File: src/assert_macros.svh
// Assertion macros shared by the box filter RTL.
`ifndef ASSERT_MACROS_SVH
`define ASSERT_MACROS_SVH
`ifndef ASSERT_OFF
`define BF_ASSERT(lbl, clk, rstn, prop) \
  lbl: assert property (@(posedge clk) disable iff (!rstn) prop) \
    else $error("box filter assertion failed");
`define BF_ASSERT_NEVER(lbl, clk, rstn, cond) \
  lbl: assert property (@(posedge clk) disable iff (!rstn) !(cond)) \
    else $error("box filter forbidden condition");
`else
`define BF_ASSERT(lbl, clk, rstn, prop)
`define BF_ASSERT_NEVER(lbl, clk, rstn, cond)
`endif
`endif

File: src/bf2d_pkg.sv
// Types and constants of the box filter block.
package bf2d_pkg;

  localparam int RADIUS_W     = 4;
  localparam int FWIDTH_W     = 12;
  localparam int FHEIGHT_W    = 13;
  localparam int HEIGHT_LIMIT = 4096;
  localparam int ROW_W        = 13;
  localparam int PIX_FIELD_W  = 16;
  localparam int SUM_W        = 26;
  localparam int SIDE_W       = RADIUS_W + 1;
  localparam int CNT_W        = 2 * SIDE_W;
  localparam int NUM_W        = SUM_W + 2;
  localparam int DEN_W        = CNT_W + 1;
  localparam int APB_ADDR_W   = 4;
  localparam int APB_DATA_W   = 32;

  localparam logic [1:0] REG_RADIUS    = 2'd0;
  localparam logic [1:0] REG_WIDTH     = 2'd1;
  localparam logic [1:0] REG_HEIGHT    = 2'd2;
  localparam logic [1:0] REG_NORMALIZE = 2'd3;

  typedef struct packed {
    logic                   kind;
    logic [PIX_FIELD_W-1:0] pixel;
  } in_t;

  typedef struct packed {
    logic [SUM_W-1:0] value;
    logic             frame_end;
  } out_t;

  typedef struct packed {
    logic shift;
    logic rotate;
  } chain_ctl_t;

  typedef enum logic [2:0] {
    S_IDLE,
    S_MEM,
    S_ACC,
    S_CNT,
    S_DSTART,
    S_DIV,
    S_OUT
  } state_t;

endpackage

File: src/bf2d_cell.sv
// One cell of the vertical sum chain: shifts forward on a new sum, rotates back when read.
module bf2d_cell #(
  parameter int WIDTH = 34
) (
  input  logic                   clk,
  input  bf2d_pkg::chain_ctl_t   ctl,
  input  logic [WIDTH-1:0]       left_d,
  input  logic [WIDTH-1:0]       right_d,
  output logic [WIDTH-1:0]       q
);

  logic [WIDTH-1:0] data_r;

  always_ff @(posedge clk) begin
    if (ctl.shift) begin
      data_r <= left_d;
    end else if (ctl.rotate) begin
      data_r <= right_d;
    end
  end

  assign q = data_r;

endmodule

File: config.mk
export PLATFORM = sky130hd
export DESIGN_NAME = bf2d_cell
export DESIGN_NICKNAME = d
export VERILOG_FILES = /design/src/assert_macros.svh /design/src/bf2d_pkg.sv /design/src/bf2d_cell.sv
export SDC_FILE = /design/constraint.sdc
export NUM_CORES = 1
export LEC_CHECK = 0
export ABC_AREA = 1
export ABC_CLOCK_PERIOD_IN_PS = 1200
export BUFFER_PORTS_ARGS = -buffer_cell sky130_fd_sc_hd__buf_4
export CAP_MARGIN = 15
export CORE_ASPECT_RATIO = 1.75
export CORE_MARGIN = 2
export CORE_UTILIZATION = 41
export CTS_CLUSTER_DIAMETER = 80
export DETAILED_ROUTE_END_ITERATION = 8
export PLACE_DENSITY = 0.8
export SYNTH_ARGS = -nofsm -noshare
export SYNTH_HDL_FRONTEND = slang
export SYNTH_SLANG_ARGS = --single-unit
File: constraint.sdc
create_clock -name clk -period 1.2 [get_ports clk]
set_input_delay 0.12 -clock clk [delete_from_list [all_inputs] [get_ports clk]]
set_output_delay 0.12 -clock clk [all_outputs]
set_load 0.01 [all_outputs]
* Word level (Yosys, flattened, before mapping)
Index checks and enable logic that the tools add are counted.
Word-level totals: logic and storage cells 4, register bits 34, input port bits 71, output and inout bits 34
Operators by class: muxes and demuxes 2, reduce and logical (&&, ||, !) cells 1
Operators by type and width (number):
- $mux 34 | 2
- $reduce_bool 2->1 | 1

* Logic depth before layout (Yosys ltp)
depth in word-level cells 2, mapped depth 5, gate-level depth less buffers 3

* Worst setup path after synthesis
No wires, ideal clock.
kind input to register, start point in ctl[1] (netlist bit), end point reg data_r[0] (netlist: q[0]), enable pin, stages on the path 2, path buffers 1, slack 0.086 ns, library setup time 0.376 ns, required time 0.824 ns, data arrival time 0.738 ns, path through buf_6 -> or2_2
Between the ends: word-level cells in the longest chain between the ends 1
Ends and longest elaborated chain:
- from (decl) | RTL line bf2d_cell.sv:6 | input bf2d_pkg::chain_ctl_t ctl,
- $reduce_bool 2->1 (no source line)
- to (signal assigned) | RTL line bf2d_cell.sv:16 | data_r <= left_d;
- to (signal assigned) | RTL line bf2d_cell.sv:18 | data_r <= right_d;
- to (decl) | RTL line bf2d_cell.sv:12 | logic [WIDTH-1:0] data_r;
Every way passes these cells. A chain may end at the register's enable or synchronous reset.

* Worst setup path in the final report
start point reg data_r[1] (netlist: q[1]), end point out q[1]
RTL lines:
- to (decl) | RTL line bf2d_cell.sv:9 | output logic [WIDTH-1:0] q
No word-level cell between the ends.

==> results.md <==
- The flow ran to the end, and the final reports show no timing, DRC or antenna violations.
- The number of antenna violations at the first check in global routing is 0.
- The floorplan step defined a core boundary enclosing 3590 sq um.
- The maximum fanout along the worst path is 1.
- The clock tree buffer depth is 2.
- The sum of negative setup slack is 0 ns.
- In the final layout, the multi-input gates occupy 414 sq um.
- In this run the cell area of the synthesized design comes to 1520 sq um.
- The routed layout has 1346 vias.
- The count of routing violations after the opening detailed-route iteration is 21.
- The fraction of final layout cells with drive strength greater than 1 is 0.492.
- The worst setup path is launched from a flip-flop.
- The half-perimeter wire length after placement is 2730 microns.
- The critical path goes through buf_4.
- The post-place instance area is 2320 sq um.
- The final worst slack is 0.248 ns.
- The slowest stage of the critical path belongs to the cell sky130_fd_sc_hd__edfxtp_1.
- The flip-flop count of the largest register, all copies and words added is 34.
- In this run the tightest slew margin relative to its limit is 0.849.
- The hold violation count in the final report came to 0.
- The number of global-route vias before repair is 1275.
- The average wire length per cell after detail routing is 12.0 microns.
- The tree is rooted in a sky130_fd_sc_hd__clkbuf_8.
- Once the clock tree was built, the resizer swapped 0 gates to a different size.
- The data arrival at the endpoint of the critical path is 0.83 ns.
- The floorplan die area is 4220 sq um.
- The detail route stage leaves a number of antenna-violating nets equal to 0.
- The largest net degree at the start of global routing is 35.
- The first global-routing pass estimated 5510 microns of wire.
- TritonCTS built the clock tree.
- The overall fraction of global-route tracks in use is 0.177.
- The leakage power of the design is 1.22 nW.
- The endpoint required time on the critical path is 1.08 ns.
- A synthesized cell averages 10.5 sq um.
- Among cell families on the critical path, the largest total delay comes from flip-flops.
- The number of endpoints failing setup at the final stage is 0.
- For the pin with the worst max-slew slack, the measured transition is approximately 0.23 ns.
- The weighted congestion at the end of routability-driven global placement is 0.783.
- For this run the aggregate overflow at the end of global routing stands at 0.
- 0 antenna diodes ended up in the layout.
- The finished layout holds ~300 standard cells, fillers aside.
- Dividing the detail-routed via count by the number of cells gives around 4.5.
- The reported max-cap violation count is 0.
- The critical path is of the reg -> out type.
- The final core area utilization is 0.667.
- The fraction of the yosys area taken by sequential cells is 0.673.
- The maximum clock rate is 1050 MHz.
- The post-cts hold buffer count is 0.
- The die boundary height is 84.5 microns.
- The worst ir drop on vdd is just over 900 uV.
- In the routed design, unresolved DRC markers number 0.
- Synthesis produced a netlist with a net count of 216.
- For this design the ratio of total power to cell area is 1190 nW/um^2.
- Buffers placed on the I/O ports in this run total 104.
- After clock tree synthesis, the clock-pin slew on the worst setup and hold paths is approximately 0.060 ns.
- The number of synthesized register bits is 34.
- After the last flow step, the layout net total stands at 323.
- The cell area after layout is between 2000 and 2500 sq um.
- The buffer and inverter count on the worst path is 1.
- The worst hold-check path type is in -> reg.
- In this run, placement finished with an instance count of 291.
- The filler cells instantiated in the layout total 290.
- Setup repair after global routing left no endpoint under its margin.
- Yosys printed 0 warnings.
- The first TritonRoute pass finished after 4 iterations.
- The total length of routed wires is 3590 microns.
- STA classifies the critical path endpoint as an output port.
- The total number of placement rows is 29.
- The width of the die is 50.0 microns.
- The signed area change from the synthesized netlist to the final layout is 57.9%.
- Clock tree synthesis inserted a total of 5 buffers.
- For this run, the slowest stage of the critical path takes 0.39 ns.
- Overall power consumption after layout is estimated at 2.86 mW.
- The number of max-slew violations in the final report is 0.
- Synthesis produced 145 cells.
- Buffers added to address setup during post-CTS repair amount to 0.
- Dividing the final minimum period by the clock period gives 0.794.
- Across all hold checks on the routed design, the worst slack comes to 0.101 ns.
- For this configuration, the core starts out at a cell density of 0.423.
- The sequential cells in the finished layout cover a total of just over 1000 sq um.
- The final critical path time including I/O delays and setup is approximately 0.95 ns.
- The netlist uses 8 different library cells.
- The number of ports placed on the die boundary is around 110.
- The minimum setup slack after placement is 0.200 ns.
- The number of sinks driven by the clock tree is 34.
- The H-tree depth is 2.
[path summary, 6_finish.rpt]
check | slack (ns) | cells after the start | end | from
min | 0.10 | 3 | q[12] | right_d[12]
max | 0.25 | 1 | q[1] | q[1]
[cell families (layout without fill, tap and decap cells)]
family,count (synthesis),count (layout),synth area share
flip-flops,34,34,0.673
AND/OR/NAND/NOR,103,103,0.273
buffers and inverters,8,115,0.0544
[worst min-delay path, stage by stage]
cell                      delay [ns]
sky130_fd_sc_hd__buf_4          0.08
sky130_fd_sc_hd__nand2_1        0.04
sky130_fd_sc_hd__nand2_1        0.04
[layer usage]
layer | vias to the layer above | routed length (microns) | GRT usage
li1 | 676 | - | -
met2 | 57 | 2140 | 0.330
met1 | 600 | 1130 | 0.160
met3 | 13 | 172 | 0.0302
met5 | - | 0 | 0
met4 | 0 | 146 | 0.134
[power by group]
group / internal, mW / total (mW) / switching (mW)
sequential: 1.46 / 1.50 / 0.0367
clock: 0.398 / 0.757 / 0.359
combinational: 0.346 / 0.607 / 0.261
total: 2.20 / 2.86 / 0.656
[cells in the mapped netlist, drive strengths merged]
cell / n / area, sq um
inv: 1 / 11.3
buf: 7 / 71.3
edfxtp: 34 / 1020
nand2: 102 / 408
or2: 1 / 6.26
[cells in the final DEF, fill, tap and decap left out]
| master | netlist | final |
|---|---|---|
| sky130_fd_sc_hd__buf_4 | 3 | 106 |
| sky130_fd_sc_hd__nand2_2 | 10 | 10 |
| sky130_fd_sc_hd__clkbuf_1 | 0 | 2 |
| sky130_fd_sc_hd__nand2_1 | 92 | 92 |
| sky130_fd_sc_hd__edfxtp_1 | 34 | 34 |
| sky130_fd_sc_hd__inv_8 | 1 | 1 |
| sky130_fd_sc_hd__buf_12 | 0 | 1 |
| sky130_fd_sc_hd__clkbuf_8 | 0 | 5 |
| sky130_fd_sc_hd__or2_2 | 1 | 1 |
[cell type report]
class                           instances  share of cell area
Clock buffer                            7              0.0319
Inverter                                1             0.00470
Multi-Input combinational cell        103               0.173
Sequential cell                        34               0.426
Tap cell                               46              0.0240
Timing Repair Buffer                  107               0.340
Note: power is estimated with default switching activity, not from simulation.
