**src/assert_macros.svh**
```systemverilog
// Assertion macros shared by the box filter RTL.
`ifndef ASSERT_MACROS_SVH
`define ASSERT_MACROS_SVH
`ifndef ASSERT_OFF
`define BF_ASSERT(lbl, clk, rstn, prop) \
  lbl: assert property (@(posedge clk) disable iff (!rstn) prop) \
    else $error("box filter assertion failed");
`define BF_ASSERT_NEVER(lbl, clk, rstn, cond) \
  lbl: assert property (@(posedge clk) disable iff (!rstn) !(cond)) \
    else $error("box filter forbidden condition");
`else
`define BF_ASSERT(lbl, clk, rstn, prop)
`define BF_ASSERT_NEVER(lbl, clk, rstn, cond)
`endif
`endif

```
**src/bf2d_div.sv**
```systemverilog
// Restoring divider, one quotient bit per cycle.
module bf2d_div #(
  parameter int NUM_W = 28,
  parameter int DEN_W = 11
) (
  input  logic             clk,
  input  logic             rst_n,
  input  logic             start,
  input  logic [NUM_W-1:0] num,
  input  logic [DEN_W-1:0] den,
  output logic             done,
  output logic [NUM_W-1:0] quo
);

  localparam int CW = $clog2(NUM_W + 1);

  logic [NUM_W-1:0] quo_r;
  logic [DEN_W-1:0] rem_r;
  logic [DEN_W-1:0] den_r;
  logic [CW-1:0]    cnt_r;
  logic             busy_r;
  logic             done_r;
  logic [DEN_W:0]   trial;
  logic             fits;

  assign trial = {rem_r, quo_r[NUM_W-1]};
  assign fits  = trial >= {1'b0, den_r};

  always_ff @(posedge clk) begin
    if (!rst_n) begin
      busy_r <= 1'b0;
      done_r <= 1'b0;
      cnt_r  <= '0;
    end else begin
      done_r <= 1'b0;
      if (start) begin
        busy_r <= 1'b1;
        cnt_r  <= '0;
      end else if (busy_r) begin
        cnt_r <= cnt_r + CW'(1);
        if (32'(cnt_r) == NUM_W - 1) begin
          busy_r <= 1'b0;
          done_r <= 1'b1;
        end
      end
    end
  end

  always_ff @(posedge clk) begin
    if (start) begin
      quo_r <= num;
      rem_r <= '0;
      den_r <= den;
    end else if (busy_r) begin
      quo_r <= {quo_r[NUM_W-2:0], fits};
      rem_r <= fits ? DEN_W'(trial - {1'b0, den_r}) : DEN_W'(trial);
    end
  end

  assign done = done_r;
  assign quo  = quo_r;

endmodule

```
**config.mk**
```make
export PLATFORM = sky130hd
export DESIGN_NAME = bf2d_div
export DESIGN_NICKNAME = d
export VERILOG_FILES = /design/src/assert_macros.svh /design/src/bf2d_div.sv
export SDC_FILE = /design/constraint.sdc
export NUM_CORES = 1
export LEC_CHECK = 0
export BUFFER_PORTS_ARGS = -buffer_cell sky130_fd_sc_hd__buf_2
export CAP_MARGIN = 0
export CORE_MARGIN = 4
export CORE_UTILIZATION = 45
export DETAILED_ROUTE_END_ITERATION = 7
export PLACE_DENSITY = 0.76
export SLEW_MARGIN = 20
export SYNTH_ARGS = -nofsm -noshare
export SYNTH_HDL_FRONTEND = slang
export SYNTH_SLANG_ARGS = --single-unit
```
**constraint.sdc**
```tcl
create_clock -name clk -period 2.2 [get_ports clk]
set_input_delay 0.22 -clock clk [delete_from_list [all_inputs] [get_ports clk]]
set_output_delay 0.22 -clock clk [all_outputs]
set_load 0.02 [all_outputs]
```
* Word-level counts from Yosys, hierarchy flattened
Index checks and enable logic that the tools add are counted.
** Word-level totals
- Bits in registers :: 57
- Input bits :: 42
- Word-level logic and storage cells :: 22
** Cells by class
- Add/sub/neg operators :: 2
- $lt $le $gt $ge :: 1
- Eq/ne operators :: 1
- Multiplexer cells :: 7
- Bitwise logic cells :: 2
- Reductions and logical operators :: 3
** Operator list (number)
- $mux 28 :: 2
- $ge 12x11->1 :: 1
- $mux 11 :: 1
- $sub 11x11->11 :: 1
- $add 5x1->5 const B :: 1
- $eq 5x5->1 const B :: 1
- $mux 1 :: 4
- $reduce_or 3->1 :: 1
- $not 1->1 :: 2
- $reduce_bool 2->1 :: 1
- $reduce_or 2->1 :: 1

* Longest topological paths before layout
- Depth in word-level cells :: 4
- Gate-level depth with buffers :: 10

* Least setup slack after synthesis
No wires, ideal clock.
- Path kind :: reg2reg
- Start :: register quo_r[27], in the netlist quo[27]
- End :: register rem_r[8]
- Setup time :: 139 ps
- Arrival time :: 2200 ps
- Setup slack :: -139 ps
- Stages on the path, launching flop included :: 11
- Buffers on the path :: 1
- Clock period less this slack :: 2339 ps
- Path through :: edfxtp_1 > inv_1 > ha_1 > fa_1 > nor2b_4 > o31a_4 > o21ai_4 > o21ai_4 > buf_8 > mux2i_1 > a211oi_2
** On the way
- Cells in the longest elaborated chain, start to end :: 2
** RTL lines
- start, declared :: RTL line bf2d_div.sv:17 : logic [NUM_W-1:0] quo_r;
- start signal, assigned :: RTL line bf2d_div.sv:51 : quo_r <= num;
- start signal, assigned :: RTL line bf2d_div.sv:55 : quo_r <= {quo_r[NUM_W-2:0], fits};
- $sub 11x11->11 / $ge 12x11->1 (equally long branches) :: RTL line bf2d_div.sv:56, bf2d_div.sv:27
- $mux 11 * :: RTL line bf2d_div.sv:56 : rem_r <= fits ? DEN_W'(trial - {1'b0, den_r}) : DEN_W'(trial);
- end signal, assigned :: RTL line bf2d_div.sv:56
- end, declared :: RTL line bf2d_div.sv:18 : logic [DEN_W-1:0] rem_r;
Mark *: on every way between the ends. The rest lies on a longest branch, timed or not.
A chain may end at the register's enable or synchronous reset.

* Worst setup path after layout
- Start :: register den_r[0]
- End :: register rem_r[2]
** On the way
- Cells in the longest elaborated chain, start to end :: 2
** RTL lines
- start, declared :: RTL line bf2d_div.sv:19 : logic [DEN_W-1:0] den_r;
- start signal, assigned :: RTL line bf2d_div.sv:53 : den_r <= den;
- $sub 11x11->11 / $ge 12x11->1 (equally long branches) :: RTL line bf2d_div.sv:56, bf2d_div.sv:27
- $mux 11 * :: RTL line bf2d_div.sv:56
Marks and branches as above.

==> results.json <==
{
  "run_status": "complete, no violations",
  "worstMarginPinSlew_ns": 0.463,
  "vias": 2173,
  "routed_wl_mm": 6.38,
  "yosysTopAreaCell": "edfxtp_1",
  "antennaDiodeCount": 0,
  "root_buffer": "clkbuf_8",
  "synth-edff-count": 39,
  "cp-start-kind": "register",
  "insertion_delay_ns": 0.34,
  "antenna_left": 0,
  "critPathCaptureType": "register",
  "arrival_ns": 2.41,
  "clockBufferDepth": 2,
  "timing.rr.end": "rem_r[2]$_SDFFE_PP0P_",
  "worst_path_max_delay_cell": "edfxtp_1",
  "hold_viol": 0,
  "path_buf_inv": 1,
  "rows": 29,
  "hold_ws_ns": 0.0569,
  "fin_setup_tns_ns": 0,
  "synth_area_leaders": "edfxtp_1, dfxtp_1, mux2_2, ha_1, mux2i_1",
  "grt_overflow": 0,
  "clkSlewWorstSetupHoldPaths_ns": 0.07,
  "routed_via_density": 5.35,
  "powerDensity_nw_per_um2": 833,
  "period_needed_ns": 2.19,
  "core_area_um2": 6350,
  "path_max_fanout": 6,
  "first_pass_iters": 4,
  "r2r_cells": 9,
  "synthesis.area_um2": 2950,
  "place.gp.congestion": 0.780,
  "finalSetupViolations": 0,
  "min_to": "den_r[7]$_DFFE_PP_",
  "relSlewSlack_pct": 69.2,
  "maxSlewViolCount": 0,
  "hold_depth": 1,
  "io_buffers": 70,
  "setup.worst_path.class": "register to register",
  "first_global_vias": 2137,
  "syn-num-nets": 292,
  "synth_area_per_cell_um2": 12.4,
  "crit_family": "adder cells",
  "cp_cell_sequence": "ha_4 > fa_2 > nor2b_4 > o31a_4 > o21ai_4 > buf_4 > o21ai_4 > mux2i_1 > a211oi_1",
  "dieArea_um2": 7910,
  "drtIter0Drc": 116,
  "synth-main-ff-cell": "edfxtp_1",
  "final_net_count": 379,
  "grt_usage_pct": 16.7,
  "drive_above_1_share_pct": 45.0,
  "synth_warnings": 0,
  "hpwl_mm": 4.42,
  "synth_cells": 237,
  "register_area_um2": 1530,
  "skew_ns": 0.0101,
  "drc_errors": 0,
  "maxCapViolations": 0,
  "required_ns": 2.42,
  "grt_pass1_wl_mm": 9.89,
  "ios": 71,
  "cts_max_level": 3,
  "r2r_start": "den_r[0]$_DFFE_PP_",
  "cts.sinks": 57,
  "multi_input_area_um2": 1360,
  "routedWlPerCell_um": 15.7,
  "layout_commonest_cell": "buf_2",
  "critPathMostFrequentCell": "o21ai_4",
  "fin_ws_ns": 0.00699,
  "postSynthRegisterBits": 57,
  "layout_common_cells": "buf_2, edfxtp_1, mux2_2",
  "hold_class": "input pin to register",
  "cts_buffers": 9,
  "syn_to_final_growth_pct": 27.2,
  "initial_utilization_pct": 46.4,
  "synth_top_area_share_pct": 39.7,
  "die_h_um": 88.9,
  "die_w_um": 88.9,
  "yosys.cell_types.count": 47,
  "cts_tree": "built",
  "synth_seq_area_share_pct": 52.0,
  "crit_cells": 9,
  "async_flop_share_pct": 0,
  "cellLeakagePower_nw": 1.55,
  "fillCellCount": 499,
  "period_share_pct": 99.7,
  "rsz0062_at_grt": "true",
  "place_ws_ns": -0.0909,
  "r2r_slack_ns": 0.007,
  "peakVddDrop_uv": 549,
  "grt_max_degree": 29,
  "max_stage_delay_ns": 0.42,
  "antenna_found_initial": 0,
  "hold_start": "den[7]",
  "max_freq_ghz": 0.456
}
==> state kept, by name, summed over array words and instances (netlist names) <==
signal	flops
den_r	11
cnt_r	5
rem_r	11
quo	28
busy_r	1
done	1
==> worst max path at each step <==
stage                  startpoint                     end
2_1_floorplan   quo[27]$_DFFE_PP_        quo[0]$_DFFE_PP_
3_3_place_gp    quo[27]$_DFFE_PP_   rem_r[9]$_SDFFE_PP0P_
3_5_place_dp    quo[27]$_DFFE_PP_   rem_r[9]$_SDFFE_PP0P_
4_1_cts         quo[27]$_DFFE_PP_  rem_r[10]$_SDFFE_PP0P_
5_1_grt         quo[27]$_DFFE_PP_  rem_r[10]$_SDFFE_PP0P_
6_report       den_r[0]$_DFFE_PP_   rem_r[2]$_SDFFE_PP0P_
==> final cells by class <==
type | count | share of cell area (%)
Multi-Input combinational cell | 156 | 36.2
Timing Repair Buffer | 85 | 13.3
Clock buffer | 11 | 4.07
Clock inverter | 5 | 1.44
Sequential cell | 57 | 40.9
Tap cell | 77 | 2.57
Inverter | 15 | 1.50
==> through the flow <==
stage                     power [mW]  utilization [%]  cells  cell area [um2]
after CTS                       3.07             57.6    400             3650
after floorplan                 1.84                -    237             2960
after detailed placement        2.03             53.8    382             3420
final                           3.12             59.0    406             3750
after global routing            3.27             59.0    406             3750
after global placement          2.01             53.8    382             3420
==> power by group <==
group / internal, mW / switching, mW / leakage [nW]
clock: 0.588 / 0.428 / 0.108
sequential: 1.26 / 0.0577 / 0.537
combinational: 0.367 / 0.421 / 0.907
total: 2.22 / 0.907 / 1.55
==> kinds of logic after synthesis <==
family / after synthesis / share of synthesized area [%]
xor+xnor: 9 / 2.67
mux: 36 / 13.4
simple gates: 57 / 11.2
buf+inv: 25 / 3.95
fa+ha+maj: 13 / 5.77
compound gates: 40 / 11.0
flops: 57 / 52.0
==> repair_timing <==
action / CTS / global route
gates resized for setup: 1 / 9
pin swaps: 1 / 7
gates cloned: 1 / 0
endpoints found under the setup margin: 9 / 9
setup buffers: 1 / 6
hold buffers: 0 / 0
==> synth_stat cells (2+ instances only) <==
cell      count
nor4_4        2
xor2_1        3
a211oi_2      2
nor2_1       21
xnor2_1       6
clkbuf_1      2
nand2_1      10
mux2i_1       8
o21ai_4       2
ha_1         12
dfxtp_1      18
o22ai_1       2
o21ai_0       2
nand2b_1      4
buf_1         5
nand4_1       3
edfxtp_1     39
nand4b_1      2
inv_1        15
o21ai_1       6
a311oi_2      2
o21a_1        2
a211oi_1      5
nor2b_1       2
mux2_2       28
nand3_1       4
o211ai_1      3
a21oi_1       8
==> per-layer routing <==
| metal | share of wire, % | GRT usage (%) | up-vias |
|---|---|---|---|
| met5 | 0 | 0 | - |
| met3 | 6.5 | 5.44 | 11 |
| met2 | 49 | 26.2 | 65 |
| met1 | 42 | 20.5 | 1040 |
| met4 | 2.5 | 8.80 | 0 |
| li1 | - | - | 1057 |
No activity file was read; power rests on OpenSTA's default activity.
